**config.mk**
```make
export PLATFORM = sky130hd
export DESIGN_NAME = receiver_hop_sync_controller
export DESIGN_NICKNAME = d
export VERILOG_FILES = /design/src/hsc_pkg.sv /design/src/hsc_outq.sv /design/src/hsc_core.sv /design/src/receiver_hop_sync_controller.sv
export SDC_FILE = /design/constraint.sdc
export NUM_CORES = 1
export LEC_CHECK = 0
export ABC_AREA = 1
export BUFFER_PORTS_ARGS = -buffer_cell sky130_fd_sc_hd__buf_2
export CELL_PAD_IN_SITES_DETAIL_PLACEMENT = 0
export CELL_PAD_IN_SITES_GLOBAL_PLACEMENT = 1
export CORE_UTILIZATION = 30
export DETAILED_ROUTE_END_ITERATION = 12
export PLACE_DENSITY = 0.54
export SYNTH_ARGS = -nofsm -noshare
export SYNTH_HDL_FRONTEND = slang
export SYNTH_SLANG_ARGS = --single-unit
```
**constraint.sdc**
```tcl
create_clock -name clk -period 7.5 [get_ports clk]
set_input_delay 1.125 -clock clk [delete_from_list [all_inputs] [get_ports clk]]
set_output_delay 1.125 -clock clk [all_outputs]
set_load 0.02 [all_outputs]
```
**src/hsc_pkg.sv**
```systemverilog
package hsc_pkg;

  // Sync mode, also reported in every result word.
  typedef enum logic [1:0] {
    MODE_SEARCH  = 2'd0,
    MODE_ACK     = 2'd1,
    MODE_OPERATE = 2'd2
  } mode_t;

  // Event codes carried by the action field.
  typedef enum logic [1:0] {
    ACT_LOAD   = 2'd0,
    ACT_START  = 2'd1,
    ACT_TIMER  = 2'd2,
    ACT_PACKET = 2'd3
  } action_t;

  // Configuration register indexes.
  localparam int CFG_IDX_W  = 3;
  localparam int CFG_DATA_W = 24;
  localparam logic [CFG_IDX_W-1:0] CFG_LOSS_LIMIT      = 3'd0;
  localparam logic [CFG_IDX_W-1:0] CFG_SEARCH_PERIOD   = 3'd1;
  localparam logic [CFG_IDX_W-1:0] CFG_ACK_WAIT_PERIOD = 3'd2;
  localparam logic [CFG_IDX_W-1:0] CFG_OPERATE_PERIOD  = 3'd3;
  localparam logic [CFG_IDX_W-1:0] CFG_OPERATE_WAIT    = 3'd4;

  // Reset values of the configuration registers.
  localparam logic [7:0]  LOSS_LIMIT_RST      = 8'd5;
  localparam logic [23:0] SEARCH_PERIOD_RST   = 24'd3277;
  localparam logic [23:0] ACK_WAIT_PERIOD_RST = 24'd33;
  localparam logic [23:0] OPERATE_PERIOD_RST  = 24'd328;
  localparam logic [23:0] OPERATE_WAIT_RST    = 24'd295;

  localparam logic [7:0] LOSS_MAX = 8'd255;

  // One result word of radio commands.
  typedef struct packed {
    logic        set_channel;
    logic [7:0]  channel;
    logic        start_rx;
    logic        stop_rx;
    logic        clear_timer;
    logic        load_compare;
    logic [23:0] compare_value;
    logic        send_reply;
    mode_t       mode;
  } result_t;

endpackage

```
**src/hsc_outq.sv**
```systemverilog
module hsc_outq
  import hsc_pkg::*;
(
  input  logic    clk,
  input  logic    rst,
  input  logic    push,
  input  result_t push_data,
  output logic    full,
  input  logic    pop_ready,
  output logic    head_valid,
  output result_t head
);

  logic [1:0] count;
  logic [1:0] count_next;
  result_t    data0;
  result_t    data1;
  logic       pop;

  assign head_valid = (count != 2'd0);
  assign full       = (count == 2'd2);
  assign head       = data0;
  assign pop        = head_valid && pop_ready;

  // Occupancy follows pushes and pops.
  always_comb begin
    count_next = count;
    if (push && !pop) begin
      count_next = count + 2'd1;
    end else if (!push && pop) begin
      count_next = count - 2'd1;
    end
  end

  always_ff @(posedge clk) begin
    if (rst) begin
      count <= 2'd0;
    end else begin
      count <= count_next;
    end
  end

  // Two-entry buffer, head in data0.
  always_ff @(posedge clk) begin
    if (push && !pop) begin
      if (count == 2'd0) begin
        data0 <= push_data;
      end else begin
        data1 <= push_data;
      end
    end else if (push && pop) begin
      if (count == 2'd1) begin
        data0 <= push_data;
      end else begin
        data0 <= data1;
        data1 <= push_data;
      end
    end else if (pop) begin
      data0 <= data1;
    end
  end

endmodule

```
**src/hsc_core.sv**
```systemverilog
module hsc_core
  import hsc_pkg::*;
#(
  parameter int SEARCH_TABLE_SIZE = 9,
  parameter int HOP_TABLE_SIZE    = 3
) (
  input  logic                  clk,
  input  logic                  rst,
  input  logic                  cfg_write,
  input  logic [CFG_IDX_W-1:0]  cfg_index,
  input  logic [CFG_DATA_W-1:0] cfg_data,
  input  logic                  accept,
  input  logic [1:0]            action,
  input  logic [3:0]            slot_index,
  input  logic [7:0]            load_channel,
  input  logic                  payload_ok,
  input  logic [7:0]            switch_count,
  input  logic [7:0]            hop_ch0,
  input  logic [7:0]            hop_ch1,
  input  logic [7:0]            hop_ch2,
  output result_t               result
);

  localparam int MAX_SZ = (SEARCH_TABLE_SIZE > HOP_TABLE_SIZE) ?
                          SEARCH_TABLE_SIZE : HOP_TABLE_SIZE;
  localparam int IDX_W  = (MAX_SZ > 1) ? $clog2(MAX_SZ) : 1;
  localparam int SW     = $clog2(SEARCH_TABLE_SIZE);
  localparam int HW     = (HOP_TABLE_SIZE > 1) ? $clog2(HOP_TABLE_SIZE) : 1;
  localparam int MOD_W  = IDX_W + 3;

  // Configuration registers.
  logic [7:0]  loss_limit;
  logic [23:0] search_period;
  logic [23:0] ack_wait_period;
  logic [23:0] operate_period;
  logic [23:0] operate_wait_period;

  // Control state.
  mode_t            sync_mode, sync_mode_next;
  logic             rx_enabled, rx_enabled_next;
  logic [IDX_W-1:0] hop_index, hop_index_next;
  logic [7:0]       loss_count, loss_count_next;
  logic [7:0]       switch_countdown, switch_countdown_next;
  logic             table_pending, table_pending_next;
  logic             heard_flag, heard_flag_next;
  logic             ack_wait_flag, ack_wait_flag_next;

  // Tables, undefined until written.
  logic [7:0] hop_table    [HOP_TABLE_SIZE];
  logic [7:0] next_table   [HOP_TABLE_SIZE];
  logic [7:0] search_table [SEARCH_TABLE_SIZE];
  logic [7:0] payload      [3];

  logic             search_wr;
  logic             hop_wr_payload;
  logic             hop_wr_copy;
  logic             next_wr;
  action_t          act;
  logic [IDX_W:0]   search_sum;
  logic [IDX_W-1:0] search_inc;
  logic [HW-1:0]    hop_mod_idx;
  logic [HW-1:0]    hop_mod_inc;
  logic             copy_due;
  logic [7:0]       hop_read;

  // Reduce a hop index into the hop table range by conditional subtraction.
  function automatic logic [HW-1:0] hop_mod(input logic [IDX_W-1:0] idx);
    logic [MOD_W-1:0] r;
    logic [MOD_W-1:0] step;
    r = MOD_W'(idx);
    for (int k = IDX_W - 1; k >= 0; k--) begin
      step = MOD_W'(HOP_TABLE_SIZE) << k;
      if (r >= step) begin
        r = r - step;
      end
    end
    return HW'(r);
  endfunction

  assign payload[0] = hop_ch0;
  assign payload[1] = hop_ch1;
  assign payload[2] = hop_ch2;
  assign act        = action_t'(action);

  // Next search slot, wrapping at the table size.
  assign search_sum = {1'b0, hop_index} + (IDX_W + 1)'(1);
  assign search_inc = (search_sum >= (IDX_W + 1)'(SEARCH_TABLE_SIZE)) ?
                      IDX_W'(search_sum - (IDX_W + 1)'(SEARCH_TABLE_SIZE)) :
                      IDX_W'(search_sum);

  // Hop position in operate mode and its successor.
  assign hop_mod_idx = hop_mod(hop_index);
  assign hop_mod_inc = (hop_mod_idx == HW'(HOP_TABLE_SIZE - 1)) ? '0 :
                       hop_mod_idx + HW'(1);
  // A pending table that is applied in this step is also the one read.
  assign copy_due    = (switch_countdown == 8'd0) && table_pending;
  assign hop_read    = copy_due ? next_table[hop_mod_idx] : hop_table[hop_mod_idx];

  // Event decoder: next state and the result word.
  always_comb begin
    sync_mode_next        = sync_mode;
    rx_enabled_next       = rx_enabled;
    hop_index_next        = hop_index;
    loss_count_next       = loss_count;
    switch_countdown_next = switch_countdown;
    table_pending_next    = table_pending;
    heard_flag_next       = heard_flag;
    ack_wait_flag_next    = ack_wait_flag;
    search_wr             = 1'b0;
    hop_wr_payload        = 1'b0;
    hop_wr_copy           = 1'b0;
    next_wr               = 1'b0;
    result                = '0;

    if (accept) begin
      unique case (act)
        ACT_LOAD: begin
          if ({1'b0, slot_index} < 5'(SEARCH_TABLE_SIZE)) begin
            search_wr = 1'b1;
          end
        end
        ACT_START: begin
          sync_mode_next       = MODE_SEARCH;
          result.load_compare  = 1'b1;
          result.compare_value = search_period;
          result.start_rx      = 1'b1;
          rx_enabled_next      = 1'b1;
        end
        ACT_TIMER: begin
          if (sync_mode == MODE_SEARCH) begin
            // Alternate between listening and idle on each expiry.
            result.clear_timer = 1'b1;
            if (rx_enabled) begin
              rx_enabled_next = 1'b0;
              result.stop_rx  = 1'b1;
            end else begin
              rx_enabled_next    = 1'b1;
              hop_index_next     = search_inc;
              result.set_channel = 1'b1;
              result.channel     = search_table[search_inc[SW-1:0]];
              result.start_rx    = 1'b1;
            end
          end else if (sync_mode == MODE_ACK) begin
            result.stop_rx       = 1'b1;
            sync_mode_next       = MODE_OPERATE;
            result.clear_timer   = 1'b1;
            result.load_compare  = 1'b1;
            result.compare_value = operate_wait_period;
            heard_flag_next      = 1'b1;
            ack_wait_flag_next   = 1'b1;
          end else begin
            // Count down to the table switch, then apply the pending table.
            if (switch_countdown != 8'd0) begin
              switch_countdown_next = switch_countdown - 8'd1;
            end else if (table_pending) begin
              hop_wr_copy        = 1'b1;
              table_pending_next = 1'b0;
            end
            if (loss_count >= loss_limit) begin
              sync_mode_next       = MODE_SEARCH;
              result.clear_timer   = 1'b1;
              result.load_compare  = 1'b1;
              result.compare_value = search_period;
              heard_flag_next      = 1'b0;
              hop_index_next       = '0;
            end else if (heard_flag) begin
              result.clear_timer   = 1'b1;
              result.load_compare  = 1'b1;
              result.compare_value = operate_period;
              result.stop_rx       = !ack_wait_flag;
              result.set_channel   = 1'b1;
              result.channel       = hop_read;
              hop_index_next       = IDX_W'(hop_mod_inc);
              ack_wait_flag_next   = 1'b0;
            end else if (loss_count != LOSS_MAX) begin
              loss_count_next = loss_count + 8'd1;
            end
            result.start_rx = 1'b1;
          end
        end
        ACT_PACKET: begin
          if (payload_ok) begin
            if ((sync_mode == MODE_SEARCH) && (switch_count == 8'd0)) begin
              hop_wr_payload = 1'b1;
            end else if (sync_mode == MODE_OPERATE) begin
              switch_countdown_next = switch_count;
              if (switch_count != 8'd0) begin
                table_pending_next = 1'b1;
                next_wr            = 1'b1;
              end else begin
                hop_wr_payload = 1'b1;
              end
            end
            result.send_reply = 1'b1;
          end
          sync_mode_next       = MODE_ACK;
          result.clear_timer   = 1'b1;
          result.load_compare  = 1'b1;
          result.compare_value = ack_wait_period;
          loss_count_next      = 8'd0;
        end
        default: begin
        end
      endcase
    end
    result.mode = sync_mode_next;
  end

  // Control state registers.
  always_ff @(posedge clk) begin
    if (rst) begin
      sync_mode        <= MODE_SEARCH;
      rx_enabled       <= 1'b0;
      hop_index        <= '0;
      loss_count       <= 8'd0;
      switch_countdown <= 8'd0;
      table_pending    <= 1'b0;
      heard_flag       <= 1'b0;
      ack_wait_flag    <= 1'b0;
    end else begin
      sync_mode        <= sync_mode_next;
      rx_enabled       <= rx_enabled_next;
      hop_index        <= hop_index_next;
      loss_count       <= loss_count_next;
      switch_countdown <= switch_countdown_next;
      table_pending    <= table_pending_next;
      heard_flag       <= heard_flag_next;
      ack_wait_flag    <= ack_wait_flag_next;
    end
  end

  // Configuration registers.
  always_ff @(posedge clk) begin
    if (rst) begin
      loss_limit          <= LOSS_LIMIT_RST;
      search_period       <= SEARCH_PERIOD_RST;
      ack_wait_period     <= ACK_WAIT_PERIOD_RST;
      operate_period      <= OPERATE_PERIOD_RST;
      operate_wait_period <= OPERATE_WAIT_RST;
    end else if (cfg_write) begin
      unique case (cfg_index)
        CFG_LOSS_LIMIT:      loss_limit          <= cfg_data[7:0];
        CFG_SEARCH_PERIOD:   search_period       <= cfg_data;
        CFG_ACK_WAIT_PERIOD: ack_wait_period     <= cfg_data;
        CFG_OPERATE_PERIOD:  operate_period      <= cfg_data;
        CFG_OPERATE_WAIT:    operate_wait_period <= cfg_data;
        default: begin
        end
      endcase
    end
  end

  // Channel tables.
  always_ff @(posedge clk) begin
    if (search_wr) begin
      search_table[slot_index[SW-1:0]] <= load_channel;
    end
    for (int i = 0; i < HOP_TABLE_SIZE; i++) begin
      if (hop_wr_payload) begin
        hop_table[i] <= payload[i];
      end else if (hop_wr_copy) begin
        hop_table[i] <= next_table[i];
      end
      if (next_wr) begin
        next_table[i] <= payload[i];
      end
    end
  end

endmodule

```
**src/receiver_hop_sync_controller.sv**
```systemverilog
// Receiver hop synchronizer.
// Input channel (in_valid / in_ready): one event word per transfer, selected by
// action: load a search channel, start the search, timer expiry, or packet
// received with its switch countdown and three hop channels.
// Output channel (out_valid / out_ready): exactly one word of radio commands
// per event word, in order, with the mode after the event.
// Configuration: cfg_write with cfg_index and cfg_data sets loss limit and
// timer periods; write only while no event is in flight.
// Each accepted event's result word is registered into the output buffer.
// The event decode is a single pass over a few registers, so one event is
// taken every cycle unless in_ready is low. Results go into a two-word output
// buffer; while the sink stalls, input is still accepted until both words are
// held, then in_ready drops. Reset clears mode to search, all counters and
// flags, restores register defaults and empties the output buffer. Channel
// tables are not cleared and must be loaded before they are read.
module receiver_hop_sync_controller
  import hsc_pkg::*;
#(
  parameter int SEARCH_TABLE_SIZE = 9,
  parameter int HOP_TABLE_SIZE    = 3
) (
  input  logic                  clk,
  input  logic                  rst,
  input  logic                  cfg_write,
  input  logic [CFG_IDX_W-1:0]  cfg_index,
  input  logic [CFG_DATA_W-1:0] cfg_data,
  input  logic                  in_valid,
  output logic                  in_ready,
  input  logic [1:0]            action,
  input  logic [3:0]            slot_index,
  input  logic [7:0]            load_channel,
  input  logic                  payload_ok,
  input  logic [7:0]            switch_count,
  input  logic [7:0]            hop_ch0,
  input  logic [7:0]            hop_ch1,
  input  logic [7:0]            hop_ch2,
  output logic                  out_valid,
  input  logic                  out_ready,
  output logic                  set_channel,
  output logic [7:0]            channel,
  output logic                  start_rx,
  output logic                  stop_rx,
  output logic                  clear_timer,
  output logic                  load_compare,
  output logic [23:0]           compare_value,
  output logic                  send_reply,
  output logic [1:0]            mode
);

  logic    accept;
  logic    full;
  result_t step_result;
  result_t head;

  assign in_ready = !full;
  assign accept   = in_valid && !full;

  // Event decode and state.
  hsc_core #(
    .SEARCH_TABLE_SIZE (SEARCH_TABLE_SIZE),
    .HOP_TABLE_SIZE    (HOP_TABLE_SIZE)
  ) u_core (
    .clk          (clk),
    .rst          (rst),
    .cfg_write    (cfg_write),
    .cfg_index    (cfg_index),
    .cfg_data     (cfg_data),
    .accept       (accept),
    .action       (action),
    .slot_index   (slot_index),
    .load_channel (load_channel),
    .payload_ok   (payload_ok),
    .switch_count (switch_count),
    .hop_ch0      (hop_ch0),
    .hop_ch1      (hop_ch1),
    .hop_ch2      (hop_ch2),
    .result       (step_result)
  );

  // Result buffer toward the sink.
  hsc_outq u_outq (
    .clk        (clk),
    .rst        (rst),
    .push       (accept),
    .push_data  (step_result),
    .full       (full),
    .pop_ready  (out_ready),
    .head_valid (out_valid),
    .head       (head)
  );

  assign set_channel   = head.set_channel;
  assign channel       = head.channel;
  assign start_rx      = head.start_rx;
  assign stop_rx       = head.stop_rx;
  assign clear_timer   = head.clear_timer;
  assign load_compare  = head.load_compare;
  assign compare_value = head.compare_value;
  assign send_reply    = head.send_reply;
  assign mode          = head.mode;

endmodule
```
==> results of run 1 <==
-- power by group through the flow --
stage | combinational [mW] | clock [mW] | sequential, mW
6_report | 1.08 | 1.87 | 2.33
5_1_grt | 1.21 | 2.00 | 2.36
4_1_cts | 1.11 | 1.93 | 2.34
3_5_place_dp | 1.10 | 0 | 2.38
3_3_place_gp | 1.10 | 0 | 2.38
2_1_floorplan | 0.571 | 0 | 2.50
-- layout by cell type (no fill, tap or decap), drive strengths merged, types with 3 or more instances in the layout --
cell type / Yosys / layout
a21oi: 68 / 68
clkbuf: 57 / 55
a31oi: 8 / 8
nand4: 25 / 25
xor2: 4 / 4
ha: 26 / 26
edfxtp: 200 / 200
nor4: 3 / 3
a211oi: 4 / 4
o21ai: 152 / 152
a22oi: 6 / 6
buf: 32 / 139
inv: 207 / 208
nor2: 235 / 235
nand3: 215 / 215
xnor2: 4 / 4
a22o: 18 / 18
dfxtp: 132 / 132
nand3b: 17 / 17
nand2: 337 / 337
nor3: 13 / 13
clkinv: 1 / 15
mux2: 3 / 3
-- metrics by stage --
step	hold WS, ps	cells
final	461	2586
after detailed placement	446	2514
after floorplan	429	1784
after CTS	462	2586
after global placement	440	2514
after global routing	481	2586
-- worst max-delay path by stage --
stage,startpoint,end
finish,action[0],u_core.hop_table[2][5]
global route,action[0],u_core.hop_table[0][0]
CTS,action[0],u_core.hop_table[0][0]
detailed placement,action[0],u_core.hop_table[2][2]
global placement,action[0],u_core.hop_table[2][2]
floorplan,in_valid,u_outq.data1[0]
-- layer usage --
metal  wire, um  GRT usage  vias up  part of all wire
met4        712     0.0381        0             0.016
met2      21600      0.286      218              0.47
met1      21700      0.239     5784              0.47
met3       1810     0.0285       46             0.040
met5          0          0        -                 0
li1           -          -     6153                 -
-- cell families after synthesis --
kind of cell | count (synthesis) | synth area share
AND/OR/NAND/NOR | 848 | 0.241
flip-flops | 332 | 0.553
buffers and inverters | 297 | 0.0787
adder cells (fa/ha/maj) | 26 | 0.0208
XOR/XNOR | 8 | 0.00448
AO/OA/AOI/OAI | 270 | 0.0999
multiplexers | 3 | 0.00216
-- worst min-delay path, delay by kind of cell, from the launching register on --
| kind | cells | cell delay, ps |
|---|---|---|
| AOI/OAI and AO/OA | 1 | 60 |
| DFF | 1 | 290 |
| buffers and inverters | 1 | 60 |
-- registers in the layout, indices dropped and copies added, names as in the netlist, 2 cells and up --
| register | flops |
|---|---|
| u_core.search_period | 24 |
| u_outq.head | 40 |
| u_core.operate_wait_period | 24 |
| u_core.hop_table | 24 |
| u_outq.count | 2 |
| u_core.ack_wait_period | 24 |
| u_core.switch_countdown | 8 |
| u_core.operate_period | 24 |
| u_core.loss_count | 8 |
| u_core.next_table | 24 |
| u_core.loss_limit | 8 |
| u_core.sync_mode | 2 |
| u_outq.data1 | 40 |
| u_core.hop_index | 4 |
| u_core.search_table | 72 |
-- Yosys cell counts (all sizes together), types with 17 or more instances --
master,count,area [sq um]
dfxtp,132,2640
a21oi,68,370
a22o,18,158
nand3b,17,128
buf,32,221
nand3,215,1130
nand2,337,1360
ha,26,325
clkbuf,57,214
inv,207,792
nor2,235,902
o21ai,152,776
nand4,25,156
edfxtp,200,6010
-- cell type report --
class	instances	area (sq um)	share of cell area
Clock inverter	17	146	0.00809
Multi-Input combinational cell	1155	5820	0.322
Timing Repair Buffer	139	743	0.0410
Tap cell	680	851	0.0470
Clock buffer	55	1100	0.0606
Inverter	208	796	0.0439
Sequential cell	332	8650	0.478
==> impl_summary.md, run 1 <==
Global routing
The first global-routing pass estimated between 70000 and 80000 um of wire. The largest net degree at the start of global routing is between 80 and 90. The via count of the first global-routing pass is approximately 12000. Across every metal layer, demand over resource in global routing totals 0.174.

Summed over all layers, the global routing overflow is 0. The initial antenna violation count was 1.

Floorplan
The initialized floorplan defines 83 standard-cell rows. The overall die area is roughly 0.053 sq mm. The die is about 230 um wide. For this configuration, the core starts out at a cell density of 0.304. The die extent in y is around 230 um. The placeable core area is around 0.051 sq mm. Pin placement for this block handled between 100 and 150 I/O pins.

Logic synthesis
The netlist uses 54 different library cells. The count of warnings emitted by yosys is 0. In this run the mean area of a mapped cell was just under 9 sq um. Among all flip-flop cells after synthesis, the most frequent one is sky130_fd_sc_hd__edfxtp_1. The register bit count reported by yosys is 332.

Yosys mapped a number of flops with a built-in enable equal to 200. The post-synthesis instance area is ~0.016 sq mm. Of the synthesized area, sequential elements account for 0.553. The count of mapped cells out of synthesis is around 1800. The number of nets in the synthesized netlist is about 1900. In the synthesized netlist the async set-or-reset flop fraction comes to 0.

Clock tree
The clock root buffer is sky130_fd_sc_hd__clkbuf_16. The clock-pin slew of the registers on the worst-case setup and hold paths is ~60 ps. Counting along the longest clock path gives a buffer depth of 3. The count of hold buffers inserted by post-cts repair is 0. The clock reaches the later pin of the worst-skew pair after 560 ps. In this run, post-CTS repair resized a total of 0 instances. In this run the number of H-tree levels came out at 2. Clock tree synthesis found a total of around 330 sinks. The number of CTS-inserted buffers is 39.

TritonCTS built the clock tree. The number of post-CTS setup repair buffers is 0.

Cells and area
The fraction of final layout cells sized beyond drive strength 1 is 0.134. Counting the fill cells in the layout gives 5370. After the last flow step, the layout net total stands at 1980. The final core utilization is 0.352. The antenna diode instance count is 0. The finished cells cover 0.0181 sq mm. The synthesis-to-finish area growth is 15.7%.

Placed design
Before CTS, the worst setup slack after placement is 2950 ps. The detailed-placement wirelength estimate is 30100 um. The weighted congestion at the end of routability-driven global placement is roughly 0.75. The number of buffer cells added on primary ports is 120.

Summing all placed instances gives a cell area of about 0.017 sq mm.

Pwr
The worst voltage drop across the vdd grid is 0.118 mV. Of the total power, the clock network draws 0.354. The overall power consumption is around 5.3 mW.

The share of total power in sequential cells is 0.442. The analysis attributes to net switching a power of ~1.7 mW. For this design the static power due to leakage is slightly below 8 nW. The switching share of power is 0.312. The total power density per cell area is between 200 and 300 mW/mm^2. The logic gate share of total power is 0.204. The internal power contribution is between 3 and 4 mW.

Setup path
The worst register-to-register path has a setup slack of 3810 ps. The setup path with the least slack is of type primary input to register. The signal on the critical path passes through buf_2 > inv_1 > ha_1 > buf_4 > inv_1 > nor2_1 > inv_1 > nor3_2 > inv_1 > nand2_1. The logic depth of the worst register-to-register path is 12. The worst register-to-register path ends at u_outq.head[34].

The worst-path cell with the longest stage delay is sky130_fd_sc_hd__nand2_1. The count of cell instances traversed by the critical path is 10. The required arrival time at the worst endpoint is about 7700 ps. Among the stages of the critical path, the cell type that occurs most often is sky130_fd_sc_hd__inv_1. The buffering stage count on the worst path with inverters included is 6. The kind of end point of the critical path is a register.

On the worst path, the slowest cell contributes a delay of 860 ps. The worst register-to-register path begins at u_core.loss_count[5]. The highest net fanout along the worst path is 27.

The worst setup path is launched from a primary input. The critical path data arrival time is roughly 4200 ps. The cell type group with the largest total delay on the critical path is simple AND/OR/NAND/NOR gates.

STA
At the pin with the least slew margin, the transition time is ~1200 ps. In the post-route analysis, the smallest setup slack over all paths is about 3500 ps. The fmax is around 250 MHz. Setup repair after global routing left no endpoint under its margin. Setup violations remaining at the end of the flow were counted as 0. The final hold violation count is 0. The minimum clock period is around 4000 ps. Adding up every negative setup slack in the final design gives 0 ps. The final max-slew violation count is 0.

Dividing the final minimum period by the clock period gives 0.534. The final worst clock skew is 20.2 ps. The normalized max-slew margin is 0.208.

Route
In this run the remaining antenna-violating nets after routing total 0. The per-cell routed wire length is about 18 um. The via-per-instance ratio is approximately 4.7.

Detailed routing inserted a total of between 10000 and 15000 vias. In this run, the number of DRC markers left after iteration 0 of detailed routing was approximately 620. For this run, the detailed router's first-pass iteration total came to 5. The DRC violations left is 0.

The routed wire length is 45800 um.

Min path
The kind of path behind the tightest hold check is register to register. The launch point of the worst hold path is u_core.loss_limit[5]. Along the worst hold path, the cell count comes to 2.

The hold-critical path endpoint is u_core.loss_limit[5].

Outcome
The flow ran to the end, and the final reports show no timing, DRC or antenna violations.

Run
Max-cap violations in this run came to 0.
Power figures use the tool's default switching activity.
==> run 2: changes to the inputs <==
--- a/config.mk
+++ b/config.mk
@@ -5,13 +5,13 @@
 export SDC_FILE = /design/constraint.sdc
 export NUM_CORES = 1
 export LEC_CHECK = 0
-export ABC_AREA = 1
+export ABC_AREA = 0
 export BUFFER_PORTS_ARGS = -buffer_cell sky130_fd_sc_hd__buf_2
 export CELL_PAD_IN_SITES_DETAIL_PLACEMENT = 0
 export CELL_PAD_IN_SITES_GLOBAL_PLACEMENT = 1
 export CORE_UTILIZATION = 30
 export DETAILED_ROUTE_END_ITERATION = 12
-export PLACE_DENSITY = 0.54
+export PLACE_DENSITY = 0.55
 export SYNTH_ARGS = -nofsm -noshare
 export SYNTH_HDL_FRONTEND = slang
 export SYNTH_SLANG_ARGS = --single-unit
==> constraint.sdc (replaced) <==
create_clock -name clk -period 3.61 [get_ports clk]
set_input_delay 0.5415 -clock clk [delete_from_list [all_inputs] [get_ports clk]]
set_output_delay 0.5415 -clock clk [all_outputs]
set_load 0.02 [all_outputs]
==> impl_summary.md, run 2 <==
Clock tree
The insertion delay to the later sink of the worst-skew pair is 550 ps (about the same). The number of sinks handled by clock tree synthesis was 332 (unchanged). The clock-pin slew of the registers on the worst-case setup and hold paths came to 60 ps (about the same). The number of H-tree branching levels is 2 (unchanged). The maximum clock path buffer count is 3 (unchanged). The tree is rooted in a sky130_fd_sc_hd__clkbuf_16. The count of hold buffers inserted by post-cts repair is 0 (unchanged).

The number of CTS-inserted buffers came to 41 (+5.1%). TritonCTS built the clock tree.

Min path
The path with the worst hold slack has its endpoint at u_core.next_table[0][0]. The number of cells traversed by the worst hold path is 1 (-1). The launch point of the worst hold path is hop_ch0[0].

In this run the worst hold path is classified as primary input to register.

STA
The final max-slew violation count came to 0 (unchanged). The final worst clock skew came to 10.5 ps (-9.71 ps). The post-route worst setup slack was 97.4 ps (-3400 ps). The normalized max-slew margin is 0.417 (+0.210). The final hold violation count came to 0 (unchanged). The part of the cycle the worst path needs is 0.973. The fmax is between 200 and 300 MHz. The worst hold slack after final layout came to 184 ps (-278 ps). The slew at the pin with the worst max-slew slack is 874 ps (-312 ps). The number of endpoints failing setup at the final stage came to 0 (unchanged). The clock period could shrink to around 3500 ps.

Logic synthesis
After synthesis, the cell types taking the most area are sky130_fd_sc_hd__edfxtp_1 38%, sky130_fd_sc_hd__dfxtp_1 17%, sky130_fd_sc_hd__nand2_1 8.3%. The number of enable-type register cells in the synthesized netlist was 200 (unchanged). By count the netlist is led by 346 x sky130_fd_sc_hd__nand2_1, 200 x sky130_fd_sc_hd__edfxtp_1, 136 x sky130_fd_sc_hd__a21oi_1. The count of warnings emitted by yosys is 0 (unchanged). The most used flip-flop cell after synthesis is sky130_fd_sc_hd__edfxtp_1. The async set or reset register ratio after synthesis was 0 (unchanged). The most area-hungry cell type in the Yosys netlist is sky130_fd_sc_hd__edfxtp_1. The post-synthesis instance area is 0.0157 sq mm (+0.19%). The average cell area after synthesis is 10.0 sq um (+14%).

In the post-synthesis netlist, the cell with the most instances is sky130_fd_sc_hd__nand2_1. The number of unique standard cell types used by synthesis is 88 (+63%). The count of mapped cells out of synthesis was 1562 (-12%). The number of nets in the synthesized netlist was 1667 (-12%). The fraction of synthesized cell area taken by the top area cell type is 0.383 (-0.000735). The share of the yosys chip area belonging to registers is 0.552 (-0.00106).

The register bit count reported by yosys is 332 (unchanged).

Global routing
The global-route total usage across every layer came to 0.187 (+0.0132). The initial antenna violation count is 6 (+5). The total congestion overflow after global routing is 0 (unchanged). The largest net degree at the start of global routing was 75 (-12%). The global-route wire length before repair is 75600 um (+6.4%). The via count of the first global-routing pass is 11900 (+0.36%).

Setup path
The worst-path cell with the longest stage delay is sky130_fd_sc_hd__dfxtp_2. The launch point of the worst reg-to-reg path is u_core.hop_index[3]. The worst register-to-register path ends at u_outq.head[38].

The maximum cell stage delay along the critical path was 340 ps (-520 ps). The highest net fanout along the worst path is 9 (-67%). The logic depth of the worst register-to-register path came to 16 (+4).

The critical path launch point type is a register. The kind of end point of the critical path is a register. The category of the critical setup timing path is register to register. The critical path data arrival time was 3810 ps (-360 ps).

The required arrival time at the worst endpoint is 3910 ps (-3760 ps). Traced cell by cell, the critical path runs through nand2b_4 > inv_1 > ha_4 > ha_1 > and2b_2 > nor3_4 > xnor2_1 > ha_2 > nor2b_1 > a311o_1 > a41oi_2 > nand2_4 > o221a_2 > o21ai_2 > a31oi_2 > mux2_2. The internal reg-to-reg setup slack came to 100 ps (-3710 ps). The critical path launch point is u_core.hop_index[3].

Pwr
The internal power contribution is 7.41 mW (+100%). The total power density per cell area is 561 mW/mm^2 (+92%). The total net switching power is 3.08 mW (+87%). The share of total power in sequential cells came to 0.453 (+0.011). The static leakage is 6.75 nW (-13%). The logic gate share of total power was 0.173 (-0.031). The share of total power in the clock network is 0.374 (+0.020). The switching share of power came to 0.294 (-0.0183).

The worst voltage drop across the vdd grid is 0.276 mV (+130%).

Cells and area
The non-filler instance count after layout came to 2414 (-6.7%). The final core utilization came to 0.363 (+0.0112). The net total in the final layout was 1807 (-8.7%). The fraction of final layout cells sized beyond drive strength 1 is 0.204 (+0.0695). The number of filler cells placed in the layout is 5308 (-1.2%).

The number of flip-flops under the largest register name is 72 (unchanged). The most common library cell in the layout ignoring fill and taps is sky130_fd_sc_hd__nand2_1. The area used by multi-input combinational logic was 0.00654 sq mm (+12%). Compared with the post-synthesis result, the final layout area differs by 19.4%.

In the layout the commonest cells are 345 x sky130_fd_sc_hd__nand2_1, 200 x sky130_fd_sc_hd__edfxtp_1, 134 x sky130_fd_sc_hd__a21oi_1, 130 x sky130_fd_sc_hd__dfxtp_1, 119 x sky130_fd_sc_hd__buf_2. The sequential cell area is 0.00865 sq mm (about the same).

Placed design
The detailed-placement wirelength estimate is 33300 um (+11%). The worst slack after detailed placement came to -34.4 ps (-2990 ps). The post-placement cell count is 2333 (-7.2%). The weighted congestion at the end of routability-driven global placement is 0.818 (+9.4%).

The number of buffer cells added on primary ports came to 120 (unchanged).

Floorplan
The placeable core area is 0.0515 sq mm (+0.20%). The die extent in y is 231 um (about the same). The initial standard-cell utilization of the core is 0.304 (about the same). The total I/O pin count came to 121 (unchanged). The number of placement rows came to 83 (unchanged).

The overall die area came to 0.0532 sq mm (+0.19%). The horizontal die dimension is 231 um (about the same).

Route
The number of nets with antenna violations after routing is 0 (unchanged). The routed wire length is 49800 um (+8.7%). The detailed-routing iteration count for the pre-antenna-repair pass is 6 (+1).

The DRC violations left is 0 (unchanged). The per-cell routed wire length is 20.6 um (+16%). The violation count after the first detailed-route iteration is 927 (+50%). The via-per-instance ratio came to 5.14 (+9.0%). The count of vias placed by the detailed router is 12400 (+1.7%).

Run
The count of max-cap constraint violations is 0 (unchanged).

Outcome
The flow ran to the end, and the final reports show no timing, DRC or antenna violations.
## run 2: layer usage
metal | GRT usage | wire length (um)
met5 | 0 | 23
met4 | 0.0430 | 808
met3 | 0.0279 | 2610
met2 | 0.293 | 22800
met1 | 0.270 | 23500
## run 2: worst max path at each step
stage                            to  cells after the start
detailed placement  u_outq.head[38]                     16
global placement    u_outq.head[38]                     16
floorplan           u_outq.head[38]                     17
global route        u_outq.head[38]                     16
finish              u_outq.head[38]                     16
CTS                 u_outq.head[38]                     16
## run 2: kinds of logic after synthesis
| group | share of synthesized area |
|---|---|
| flops | 0.552 |
| compound gates | 0.170 |
| simple gates | 0.167 |
| buf+inv | 0.0379 |
| fa+ha+maj | 0.0207 |
| xor+xnor | 0.00279 |
| mux | 0.0498 |
## run 2: power groups by stage
stage | Combinational, mW | Clock [mW] | Sequential, mW
2_1_floorplan | 0.748 | 0 | 5.06
4_1_cts | 1.84 | 4.06 | 4.77
3_5_place_dp | 1.84 | 0 | 4.85
3_3_place_gp | 1.83 | 0 | 4.84
6_report | 1.81 | 3.92 | 4.75
5_1_grt | 1.97 | 4.19 | 4.79
## run 2: cell type report
class,instances,share of cell area
multi-input cells,1083,0.349
well taps,680,0.0455
clock inverters,19,0.00876
inverters,40,0.00802
flip-flops and latches,332,0.462
clock buffers,54,0.0585
repair buffers,204,0.0674
diodes,2,0.000267
## run 2: critical path, delay by kind of cell, from the launching register on
kind                       cells  cell delay, ps
AOI/OAI and AO/OA              5            1060
xor gates and xnor gates       1             100
adders and majority gates      3             670
buffers and inverters          1              70
DFF                            1             340
muxes                          1             280
and+or+nand+nor                5             750
## run 2: timing repair
action	in CTS	in global routing
setup endpoints to repair	2	15
gates resized for setup	0	8
endpoints found under the hold margin	0	0
pin swaps	0	5
buffers inserted	0	6
## run 2: per-stage QoR
step	TNS (ps)	total power [mW]	area [sq um]
after floorplan	0	5.80	15700
after global placement	0	6.68	17400
after detailed placement	-41.4	6.69	17400
after CTS	-19.3	10.7	18600
after global routing	-201	11.0	18700
final	0	10.5	18700
